==> src/sv/bmorph_ram.sv <==
// ----------------------------------------------------------------------------
// bmorph_ram
// Simple dual-port RAM: one write port, one read port with registered data.
// ----------------------------------------------------------------------------
module bmorph_ram #(
   parameter int WIDTH = 8,
   parameter int DEPTH = 16
) (
   input  logic                     clock,
   input  logic                     wr_en,
   input  logic [$clog2(DEPTH)-1:0] wr_addr,
   input  logic [WIDTH-1:0]         wr_data,
   input  logic                     rd_en,
   input  logic [$clog2(DEPTH)-1:0] rd_addr,
   output logic [WIDTH-1:0]         rd_data
);

   logic [WIDTH-1:0] mem_ff [DEPTH];
   logic [WIDTH-1:0] rd_data_ff;

   always_ff @(posedge clock) begin
      if (wr_en) begin
         mem_ff[wr_addr] <= wr_data;
      end
      if (rd_en) begin
         rd_data_ff <= mem_ff[rd_addr];
      end
   end

   assign rd_data = rd_data_ff;

endmodule

==> config.mk <==
export PLATFORM = sky130hd
export DESIGN_NAME = bmorph_ram
export DESIGN_NICKNAME = d
export VERILOG_FILES = /design/src/sv/bmorph_ram.sv
export SDC_FILE = /design/constraint.sdc
export NUM_CORES = 1
export LEC_CHECK = 0
export CAP_MARGIN = 5
export CORE_MARGIN = 1.5
export CORE_UTILIZATION = 35
export CTS_CLUSTER_SIZE = 14
export DETAILED_ROUTE_END_ITERATION = 10
export DONT_BUFFER_PORTS = 1
export GPL_TIMING_DRIVEN = 0
export PLACE_DENSITY_LB_ADDON = 0.05
export SYNTH_ARGS = -nofsm -noshare
export SYNTH_HDL_FRONTEND = slang
export SYNTH_SLANG_ARGS = --single-unit
==> constraint.sdc <==
create_clock -name clock -period 1.8 [get_ports clock]
set_input_delay 0.09 -clock clock [delete_from_list [all_inputs] [get_ports clock]]
set_output_delay 0.09 -clock clock [all_outputs]
set_load 0.05 [all_outputs]
==> metrics.cfg, run 1 <==
[setup_path]
crit_family = multiplexers
crit_arrival_ns = 1.79
worstReg2RegEnd = rd_data[0]
r2r_slack_ns = 0.16
cp_max_fo = 1
timing.rr.start = mem_ff[2][0]
crit_path_max_incr_delay_ns = 0.53
cp-end-kind = flip-flop
path_buf_inv = 0
start_kind = flip-flop
required_ns = 1.95
critical-path-slowest-cell = mux4_1
crit_type = reg -> reg
reg2reg_depth = 3
path_cells = mux4_1 -> a22oi_1 -> nand2_1

[die]
die_area_mm2 = 0.0157
die_w_um = 125
start_util = 0.360
fp-row-count = 44
die_h_um = 125
ioPinCount = 27
core_area_mm2 = 0.0145

[clock_tree]
ctsResizeCount = 0
clock_sinks = 136
cts.htree.levels = 4
clkLatencyLatePin_ns = 0.41
ctsRootBufferMaster = clkbuf_16
cts_tree = built
clock_path_buffers = 2
clkTransAtPathRegs_ns = 0.05
cts_buffers = 17
cts_setup_buffers = 0

[sta]
worstMarginPinSlew_ns = 0.868
hold_ws_ns = 0.0854
finalCritPeriodShare = 0.909
timing.slew.headroom = 0.419
hold_violations = 0
fmax_ghz = 0.611
rsz0062_at_grt = no
fin_tns_setup_ns = 0
skew_ns = 0.00438
slew_viol_final = 0
period_minus_slack_ns = 1.64
finalSetupViolCount = 0

[logic_synthesis]
synth_area_mm2 = 0.00523
yosysWarningCount = 0
synthesis.nets = 248
ys_seq_elements = 136
synth.distinct_cells = 18
synth-seq-area-share = 0.781
syn_inst = 229
syn_area_per_cell_um2 = 22.8

[place]
dp_hpwl_um = 7170
postPlaceCellArea_mm2 = 0.00548
gp_congestion = 0.674
port_buffers = 0

[layout]
syn2layout_area_growth_pct = 19.0
n_fill_cell = 1300
finish.utilization = 0.428
nets = 281
design_area_mm2 = 0.00622
layout-drive-gt1-share = 0.211

[power]
p_clk_frac = 0.479
irDropWorstVdd_mv = 0.579
p_leak_nw = 2.02
switchingPower_mw = 1.48
power_mw = 7.61
comb_power_share = 0.042
power_density_mw_per_mm2 = 1220
pwr-share-seq = 0.479
swShare = 0.194
p_int_mw = 6.13

[run]
cap_violations = 0

[detailed_routing]
drt-total-wl_um = 11200
vias_per_cell = 5.10
drcViolationCount = 0
ant_nets = 0
vias = 2346
avgRoutedWirePerCell_um = 24.4
firstDrtPassIters = 4
drtIter0Drc = 222

[hold_path]
holdCritPathClass = in -> reg
hold-path-endpoint = mem_ff[0][7]
min-delay-start = wr_addr[1]
whs_path_depth = 2

[global_route]
grt_max_degree = 17
grt-ovfl-total = 0
antenna_found_initial = 1
gr-usage-all-layers = 0.154
grt_pass1_vias = 2471
grt_pass1_wl_um = 16500

[run_status]
status = finished clean

[synth_stat cells]
cell type	instances	area, um2
or3b_2	1	8.76
mux4_1	14	368
a22oi_1	16	120
and2b_1	1	7.51
nand2_1	9	33.8
nand3_1	1	5.00
buf_6	3	33.8
nor2b_1	1	6.26
mux4_2	18	405
edfxtp_1	136	4080
buf_2	3	15.0
and2_1	1	6.26
nor3_1	4	20.0
buf_4	1	7.51
nand2b_1	2	12.5
nand3b_1	2	15.0
nor2_1	13	48.8
clkdlybuf4s25_2	3	30.0
[worst reg2reg max path, stage by stage, from the launching register on]
cell      delay (ns)
edfxtp_1        0.37
mux4_1          0.53
a22oi_1         0.39
nand2_1         0.10
[power groups by stage]
stage / registers, mW / logic (mW) / clock network, mW
floorplan: 3.70 / 0.180 / 0
global placement: 3.71 / 0.255 / 0
detailed placement: 3.71 / 0.257 / 0
CTS: 3.64 / 0.334 / 3.71
global route: 3.65 / 0.351 / 3.85
finish: 3.64 / 0.322 / 3.65
[cell families (layout without fill, tap and decap cells)]
logic type / Yosys count / count (layout) / share of synthesized area
DFF: 136 / 136 / 0.781
and+or+nand+nor: 35 / 35 / 0.0314
buffers and inverters: 10 / 56 / 0.0165
other: 0 / 1 / 0
AOI/OAI and AO/OA: 16 / 16 / 0.0230
muxes: 32 / 32 / 0.148
[registers in the layout, indices dropped and copies added (netlist names)]
register  count
rd_data       8
mem_ff      128
[cells in the final DEF, fill, tap and decap left out, drive strengths merged, types with 2 or more instances in the layout]
cell           synthesis  routed
clkbuf                 0      20
clkdlybuf4s25          3       3
a22oi                 16      16
buf                    7       9
nand2                  9       9
nor2                  13      13
edfxtp               136     136
nand3b                 2       2
dlygate4sd3            0      12
clkinv                 0       7
mux4                  32      32
nand2b                 2       2
bufinv                 0       5
nor3                   4       4
[cell type report]
type	count	area, um2	area share
clock inverters	12	180	0.0290
clock buffers	20	437	0.0702
plain buffers	10	86.3	0.0139
diodes	1	2.50	0.000402
multi-input cells	83	1070	0.172
repair buffers	14	133	0.0213
flip-flops and latches	136	4080	0.657
well taps	184	230	0.0370
[metrics by stage]
| step | worst slack (ns) | std cells |
|---|---|---|
| 6_report | 0.164 | 460 |
| 5_1_grt | 0.0803 | 460 |
| 4_1_cts | 0.160 | 459 |
| 3_5_place_dp | 0.0564 | 415 |
| 3_3_place_gp | -0.334 | 413 |
| 2_1_floorplan | 0.217 | 229 |
[what timing repair did]
item | 4_1_cts | 5_1_grt
endpoints found under the hold margin | 157 | 0
hold buffers | 12 | 0
endpoints found under the setup margin | 0 | 0
[worst max-delay path by stage]
stage / startpoint / to / slack [ns] / depth (start not counted)
final: mem_ff[2][0] / rd_data[0] / 0.16 / 3
after global routing: mem_ff[2][0] / rd_data[0] / 0.08 / 3
after CTS: mem_ff[2][0] / rd_data[0] / 0.16 / 3
after detailed placement: rd_addr[0] / rd_data[2] / 0.06 / 5
after global placement: wr_addr[2] / mem_ff[0][3] / -0.33 / 2
after floorplan: wr_addr[2] / mem_ff[0][0] / 0.22 / 2
[layer usage]
layer  global-route usage  part of all wire  vias up
li1                     -                 -     1049
met1                0.212              0.46     1221
met2                0.233              0.47       67
met3               0.0501             0.064        9
met4               0.0521             0.011        0
met5                    0                 0        -
No activity file was read; power rests on OpenSTA's default activity.
==> inputs of run 2 (changes only) <==
--- a/config.mk
+++ b/config.mk
@@ -6,6 +6,7 @@
 export NUM_CORES = 1
 export LEC_CHECK = 0
 export CAP_MARGIN = 5
+export CORE_ASPECT_RATIO = 0.9
 export CORE_MARGIN = 1.5
 export CORE_UTILIZATION = 35
 export CTS_CLUSTER_SIZE = 14
==> metrics.cfg, run 2 (same netlist as run 1, synthesis figures left out) <==
[run_status]
status = finished clean

[setup_path]
crit_path_max_incr_delay_ns = 0.53  ; about the same
cp_max_fo = 1  ; unchanged
crit_family = multiplexers
r2r_slack_ns = 0.17  ; about the same
path_buf_inv = 0  ; unchanged
cp-end-kind = flip-flop
required_ns = 1.95  ; about the same
crit_arrival_ns = 1.79  ; about the same
critical-path-slowest-cell = mux4_1
crit_type = reg -> reg
start_kind = flip-flop
path_cells = mux4_1 -> a22oi_1 -> nand2_1

[layout]
layout_common_cells = edfxtp_1, mux4_2, clkbuf_16
seqCellArea_mm2 = 0.00408  ; unchanged
nets = 280  ; -0.36%
multiInputGateArea_mm2 = 0.00107  ; +0.47%
n_fill_cell = 1281  ; -1.5%
regMostFlops = mem_ff
layout-drive-gt1-share = 0.212  ; +0.000770
design_area_mm2 = 0.00616  ; -0.93%
syn2layout_area_growth_pct = 17.9
largest_reg_flops = 128  ; unchanged
finish.utilization = 0.420  ; -0.00765
layout_commonest_cell = edfxtp_1

[global_route]
grt_pass1_vias = 2403  ; -2.8%
gr-usage-all-layers = 0.159  ; +0.00454
grt-ovfl-total = 0  ; unchanged
grt_pass1_wl_um = 16600  ; +0.67%
grt_max_degree = 17  ; unchanged
antenna_found_initial = 2  ; +1

[die]
die_h_um = 119  ; -5.0%
core_area_mm2 = 0.0147  ; +0.88%
start_util = 0.357  ; -0.00313
fp-row-count = 42  ; -4.5%
ioPinCount = 27  ; unchanged
die_area_mm2 = 0.0157  ; about the same
die_w_um = 132  ; +5.3%

[clock_tree]
ctsHoldBuffers = 12  ; unchanged
clock_sinks = 136  ; unchanged
clkLatencyLatePin_ns = 0.41  ; about the same
cts.htree.levels = 4  ; unchanged
ctsResizeCount = 0  ; unchanged
clkTransAtPathRegs_ns = 0.06  ; about the same
cts_setup_buffers = 0  ; unchanged
clock_path_buffers = 2  ; unchanged
cts_tree = built
ctsRootBufferMaster = clkbuf_16
cts_buffers = 17  ; unchanged

[power]
switchingPower_mw = 1.49  ; +0.69%
irDropWorstVdd_mv = 0.940  ; +62%
p_leak_nw = 1.98  ; -1.9%
p_clk_frac = 0.448  ; -0.031
swShare = 0.207  ; +0.0129
pwr-share-seq = 0.507  ; +0.028
p_int_mw = 5.70  ; -7.1%
comb_power_share = 0.045  ; +0.003
power_density_mw_per_mm2 = 1170  ; -4.7%

[detailed_routing]
vias = 2317  ; -1.2%
drtIter0Drc = 133  ; -40%
drcViolationCount = 0  ; unchanged
drt-total-wl_um = 11400  ; +1.8%
avgRoutedWirePerCell_um = 24.2  ; -1.0%
vias_per_cell = 4.90  ; -4.0%
firstDrtPassIters = 6  ; +2
ant_nets = 0  ; unchanged

[sta]
fin_ws_ns = 0.167  ; +0.00285 ns
rsz0062_at_grt = no
worstMarginPinSlew_ns = 0.869  ; +0.000767 ns
hold_ws_ns = 0.0825  ; -0.00290 ns
slew_viol_final = 0  ; unchanged
finalCritPeriodShare = 0.907  ; -0.00159
finalSetupViolCount = 0  ; unchanged
timing.slew.headroom = 0.419  ; -0.000513
skew_ns = 0.00561  ; +0.00122 ns
hold_violations = 0  ; unchanged
fmax_ghz = 0.612  ; +0.17%
period_minus_slack_ns = 1.63  ; -0.00285 ns

[place]
port_buffers = 0  ; unchanged
gp_congestion = 0.686  ; +1.8%
postPlaceCellArea_mm2 = 0.00550  ; +0.27%
dp_worst_setup_slack_ns = 0.0362  ; -0.0202 ns
dp_hpwl_um = 7120  ; -0.69%

[run]
cap_violations = 0  ; unchanged

[hold_path]
holdCritPathClass = in -> reg

-- run 2: worst register-to-register path: stages, from the launching register on --
cell,delay (ns)
edfxtp_1,0.36
mux4_1,0.53
a22oi_1,0.38
nand2_1,0.10
-- run 2: final timing paths --
| path | start | end | depth (start not counted) |
|---|---|---|---|
| setup / recovery | mem_ff[7][3] | rd_data[3] | 3 |
| hold / removal | wr_addr[1] | mem_ff[8][0] | 2 |
| setup reg to reg | mem_ff[7][3] | rd_data[3] | 3 |
| hold reg to reg | mem_ff[11][3] | rd_data[3] | 3 |
-- run 2: metrics by stage --
stage | setup TNS [ns] | std cells | power [mW]
CTS | 0 | 472 | 7.25
global placement | -5.03 | 427 | 3.97
global route | 0 | 473 | 7.42
floorplan | 0 | 229 | 3.88
detailed placement | 0 | 428 | 3.97
finish | 0 | 473 | 7.19
-- run 2: metal layers --
layer,vias to the layer above,GRT usage,share of wire
met1,1196,0.203,0.45
met4,2,0.0604,0.018
met3,14,0.0579,0.044
met2,49,0.249,0.48
met5,-,0,0.00061
li1,1056,-,-
-- run 2: final cells by class --
| type | instances | share of cell area |
|---|---|---|
| clock buffer | 19 | 0.0703 |
| multi-input combinational | 83 | 0.174 |
| sequential | 136 | 0.663 |
| timing repair buffer | 13 | 0.0203 |
| tap | 198 | 0.0402 |
| clock inverter | 13 | 0.0181 |
| antenna | 1 | 0.000406 |
| buffer | 10 | 0.0140 |
-- run 2: power groups by stage --
stage | combinational [mW] | sequential [mW] | clock (mW)
after global routing | 0.351 | 3.65 | 3.42
after global placement | 0.259 | 3.71 | 0
after CTS | 0.336 | 3.64 | 3.27
final | 0.324 | 3.64 | 3.22
after floorplan | 0.180 | 3.70 | 0
after detailed placement | 0.259 | 3.71 | 0
==> inputs of run 3 (changes only) <==
--- a/config.mk
+++ b/config.mk
@@ -14,6 +14,7 @@
 export DONT_BUFFER_PORTS = 1
 export GPL_TIMING_DRIVEN = 0
 export PLACE_DENSITY_LB_ADDON = 0.05
+export REMOVE_ABC_BUFFERS = 1
 export SYNTH_ARGS = -nofsm -noshare
 export SYNTH_HDL_FRONTEND = slang
 export SYNTH_SLANG_ARGS = --single-unit
==> metrics.cfg, run 3 (same netlist as run 1, synthesis figures left out) <==
[sta]
slew_viol_final = 0  ; unchanged
finalCritPeriodShare = 0.874  ; -0.0331
fin_tns_setup_ns = 0  ; unchanged
rsz0062_at_grt = no
period_minus_slack_ns = 1.57  ; -0.0595 ns
hold_ws_ns = 0.0696  ; -0.0129 ns
fmax_ghz = 0.635  ; +3.8%
hold_violations = 0  ; unchanged
finalSetupViolCount = 0  ; unchanged
fin_ws_ns = 0.226  ; +0.0595 ns
skew_ns = 0.00414  ; -0.00146 ns
worstMarginPinSlew_ns = 1.06  ; +0.196 ns
timing.slew.headroom = 0.288  ; -0.131

[layout]
layout_common_cells = edfxtp_1, mux4_2, clkbuf_16
n_fill_cell = 1241  ; -3.1%
regMostFlops = mem_ff
nets = 268  ; -4.3%
design_area_mm2 = 0.00618  ; +0.22%
layout-drive-gt1-share = 0.206  ; -0.00557
syn2layout_area_growth_pct = 18.1
seqCellArea_mm2 = 0.00408  ; unchanged
largest_reg_flops = 128  ; unchanged
final_cells = 460  ; -2.7%
multiInputGateArea_mm2 = 0.00108  ; +0.47%
finish.utilization = 0.421  ; +0.000938
antenna_cells = 0  ; -1
layout_commonest_cell = edfxtp_1

[die]
ioPinCount = 27  ; unchanged
start_util = 0.357  ; unchanged
die_w_um = 132  ; unchanged
core_area_mm2 = 0.0147  ; unchanged
die_h_um = 119  ; unchanged
die_area_mm2 = 0.0157  ; unchanged
fp-row-count = 42  ; unchanged

[setup_path]
timing.rr.start = mem_ff[11][7]
crit_path_end = rd_data[7]
crit_type = reg -> reg
worstReg2RegEnd = rd_data[7]
reg2reg_depth = 3  ; unchanged
setup.worst_path.start = mem_ff[11][7]
required_ns = 1.93  ; -0.02 ns
crit_arrival_ns = 1.70  ; -0.09 ns
cp_max_fo = 1  ; unchanged
r2r_slack_ns = 0.23  ; +0.06 ns
start_kind = flip-flop
cp-end-kind = flip-flop

[place]
placedCellCount = 417  ; -2.6%
gp_congestion = 0.653  ; -4.7%
dp_worst_setup_slack_ns = -0.0328  ; -0.0690 ns
postPlaceCellArea_mm2 = 0.00541  ; -1.6%
dp_hpwl_um = 6510  ; -8.7%
port_buffers = 0  ; unchanged

[clock_tree]
cts_setup_buffers = 0  ; unchanged
ctsRootBufferMaster = clkbuf_16
clkLatencyLatePin_ns = 0.41  ; about the same
clkTransAtPathRegs_ns = 0.05  ; about the same
cts_tree = built
cts_buffers = 17  ; unchanged
clock_path_buffers = 2  ; unchanged
cts.htree.levels = 4  ; unchanged
clock_sinks = 136  ; unchanged

[power]
switchingPower_mw = 1.44  ; -3.3%
p_leak_nw = 1.97  ; -0.59%
comb_power_share = 0.033  ; -0.012
p_int_mw = 6.26  ; +9.9%
irDropWorstVdd_mv = 0.663  ; -29%
pwr-share-seq = 0.473  ; -0.034
power_density_mw_per_mm2 = 1250  ; +6.9%
power_mw = 7.70  ; +7.1%
swShare = 0.187  ; -0.0202
p_clk_frac = 0.494  ; +0.046

[hold_path]
holdCritPathClass = in -> reg

[detailed_routing]
vias = 2362  ; +1.9%
drt-total-wl_um = 10700  ; -6.4%
drcViolationCount = 0  ; unchanged
ant_nets = 0  ; unchanged
vias_per_cell = 5.13  ; +4.8%
avgRoutedWirePerCell_um = 23.3  ; -3.8%
drtIter0Drc = 176  ; +32%
firstDrtPassIters = 4  ; -2

[run]
cap_violations = 0  ; unchanged

[global_route]
grt_max_degree = 33  ; +16
gr-usage-all-layers = 0.149  ; -0.00967
grt_pass1_vias = 2556  ; +6.4%
antenna_found_initial = 0  ; -2
grt_pass1_wl_um = 15800  ; -4.6%
grt-ovfl-total = 0  ; unchanged

[run_status]
status = finished clean

run 3: cell types whose count changed in the layout (fill, tap and decap cells not counted):
| cell | change |
|---|---|
| buf_2 | -4 |
| bufinv_16 | +4 |
| clkinv_1 | -4 |
| buf_6 | -3 |
| clkdlybuf4s25_2 | -3 |
| clkbuf_1 | -2 |
| clkinvlp_4 | +2 |
| buf_4 | -1 |
| diode_2 | -1 |
| dlygate4sd3_1 | -1 |
| nor3_1 | -1 |
| nor3_2 | +1 |
run 3: worst max-delay path: stages (launching register included):
cell and delay (ns):
edfxtp_1 0.36, mux4_2 0.47, a22oi_1 0.29, nand2_1 0.17
run 3: layout make-up:
class / count / area share
multi-input cells: 83 / 0.174
clock inverters: 15 / 0.0375
clock buffers: 17 / 0.0689
repair buffers: 11 / 0.0178
well taps: 198 / 0.0401
flip-flops and latches: 136 / 0.661
run 3: how the worst min path moves through the flow:
stage                    start           end  slack (ns)  depth (start not counted)
global placement    wr_data[0]  mem_ff[0][0]        0.19                          0
CTS                 rd_addr[1]    rd_data[3]        0.06                          3
finish              rd_addr[1]    rd_data[3]        0.07                          3
detailed placement  wr_data[6]  mem_ff[5][6]        0.19                          0
floorplan           wr_data[0]  mem_ff[0][0]        0.19                          0
global route        rd_addr[1]    rd_data[6]        0.07                          3
run 3: power by group through the flow:
stage	Combinational [mW]	Clock, mW	Sequential (mW)
6_report	0.255	3.80	3.64
5_1_grt	0.279	3.99	3.65
4_1_cts	0.260	3.85	3.65
3_5_place_dp	0.196	0	3.71
3_3_place_gp	0.194	0	3.71
2_1_floorplan	0.142	0	3.70
run 3: routing by layer:
layer | routed length (um) | up-vias | track usage | part of all wire
li1 | - | 1025 | - | -
met1 | 4780 | 1266 | 0.196 | 0.45
met4 | 112 | 0 | 0.0500 | 0.010
met5 | 0 | - | 0 | 0
met2 | 5150 | 63 | 0.231 | 0.48
met3 | 656 | 8 | 0.0553 | 0.061
run 3: timing repair:
item | in CTS | in global routing
gates resized for setup | 0 | 0
hold buffers | 11 | 0
endpoints found under the hold margin | 168 | 0
endpoints found under the setup margin | 0 | 0
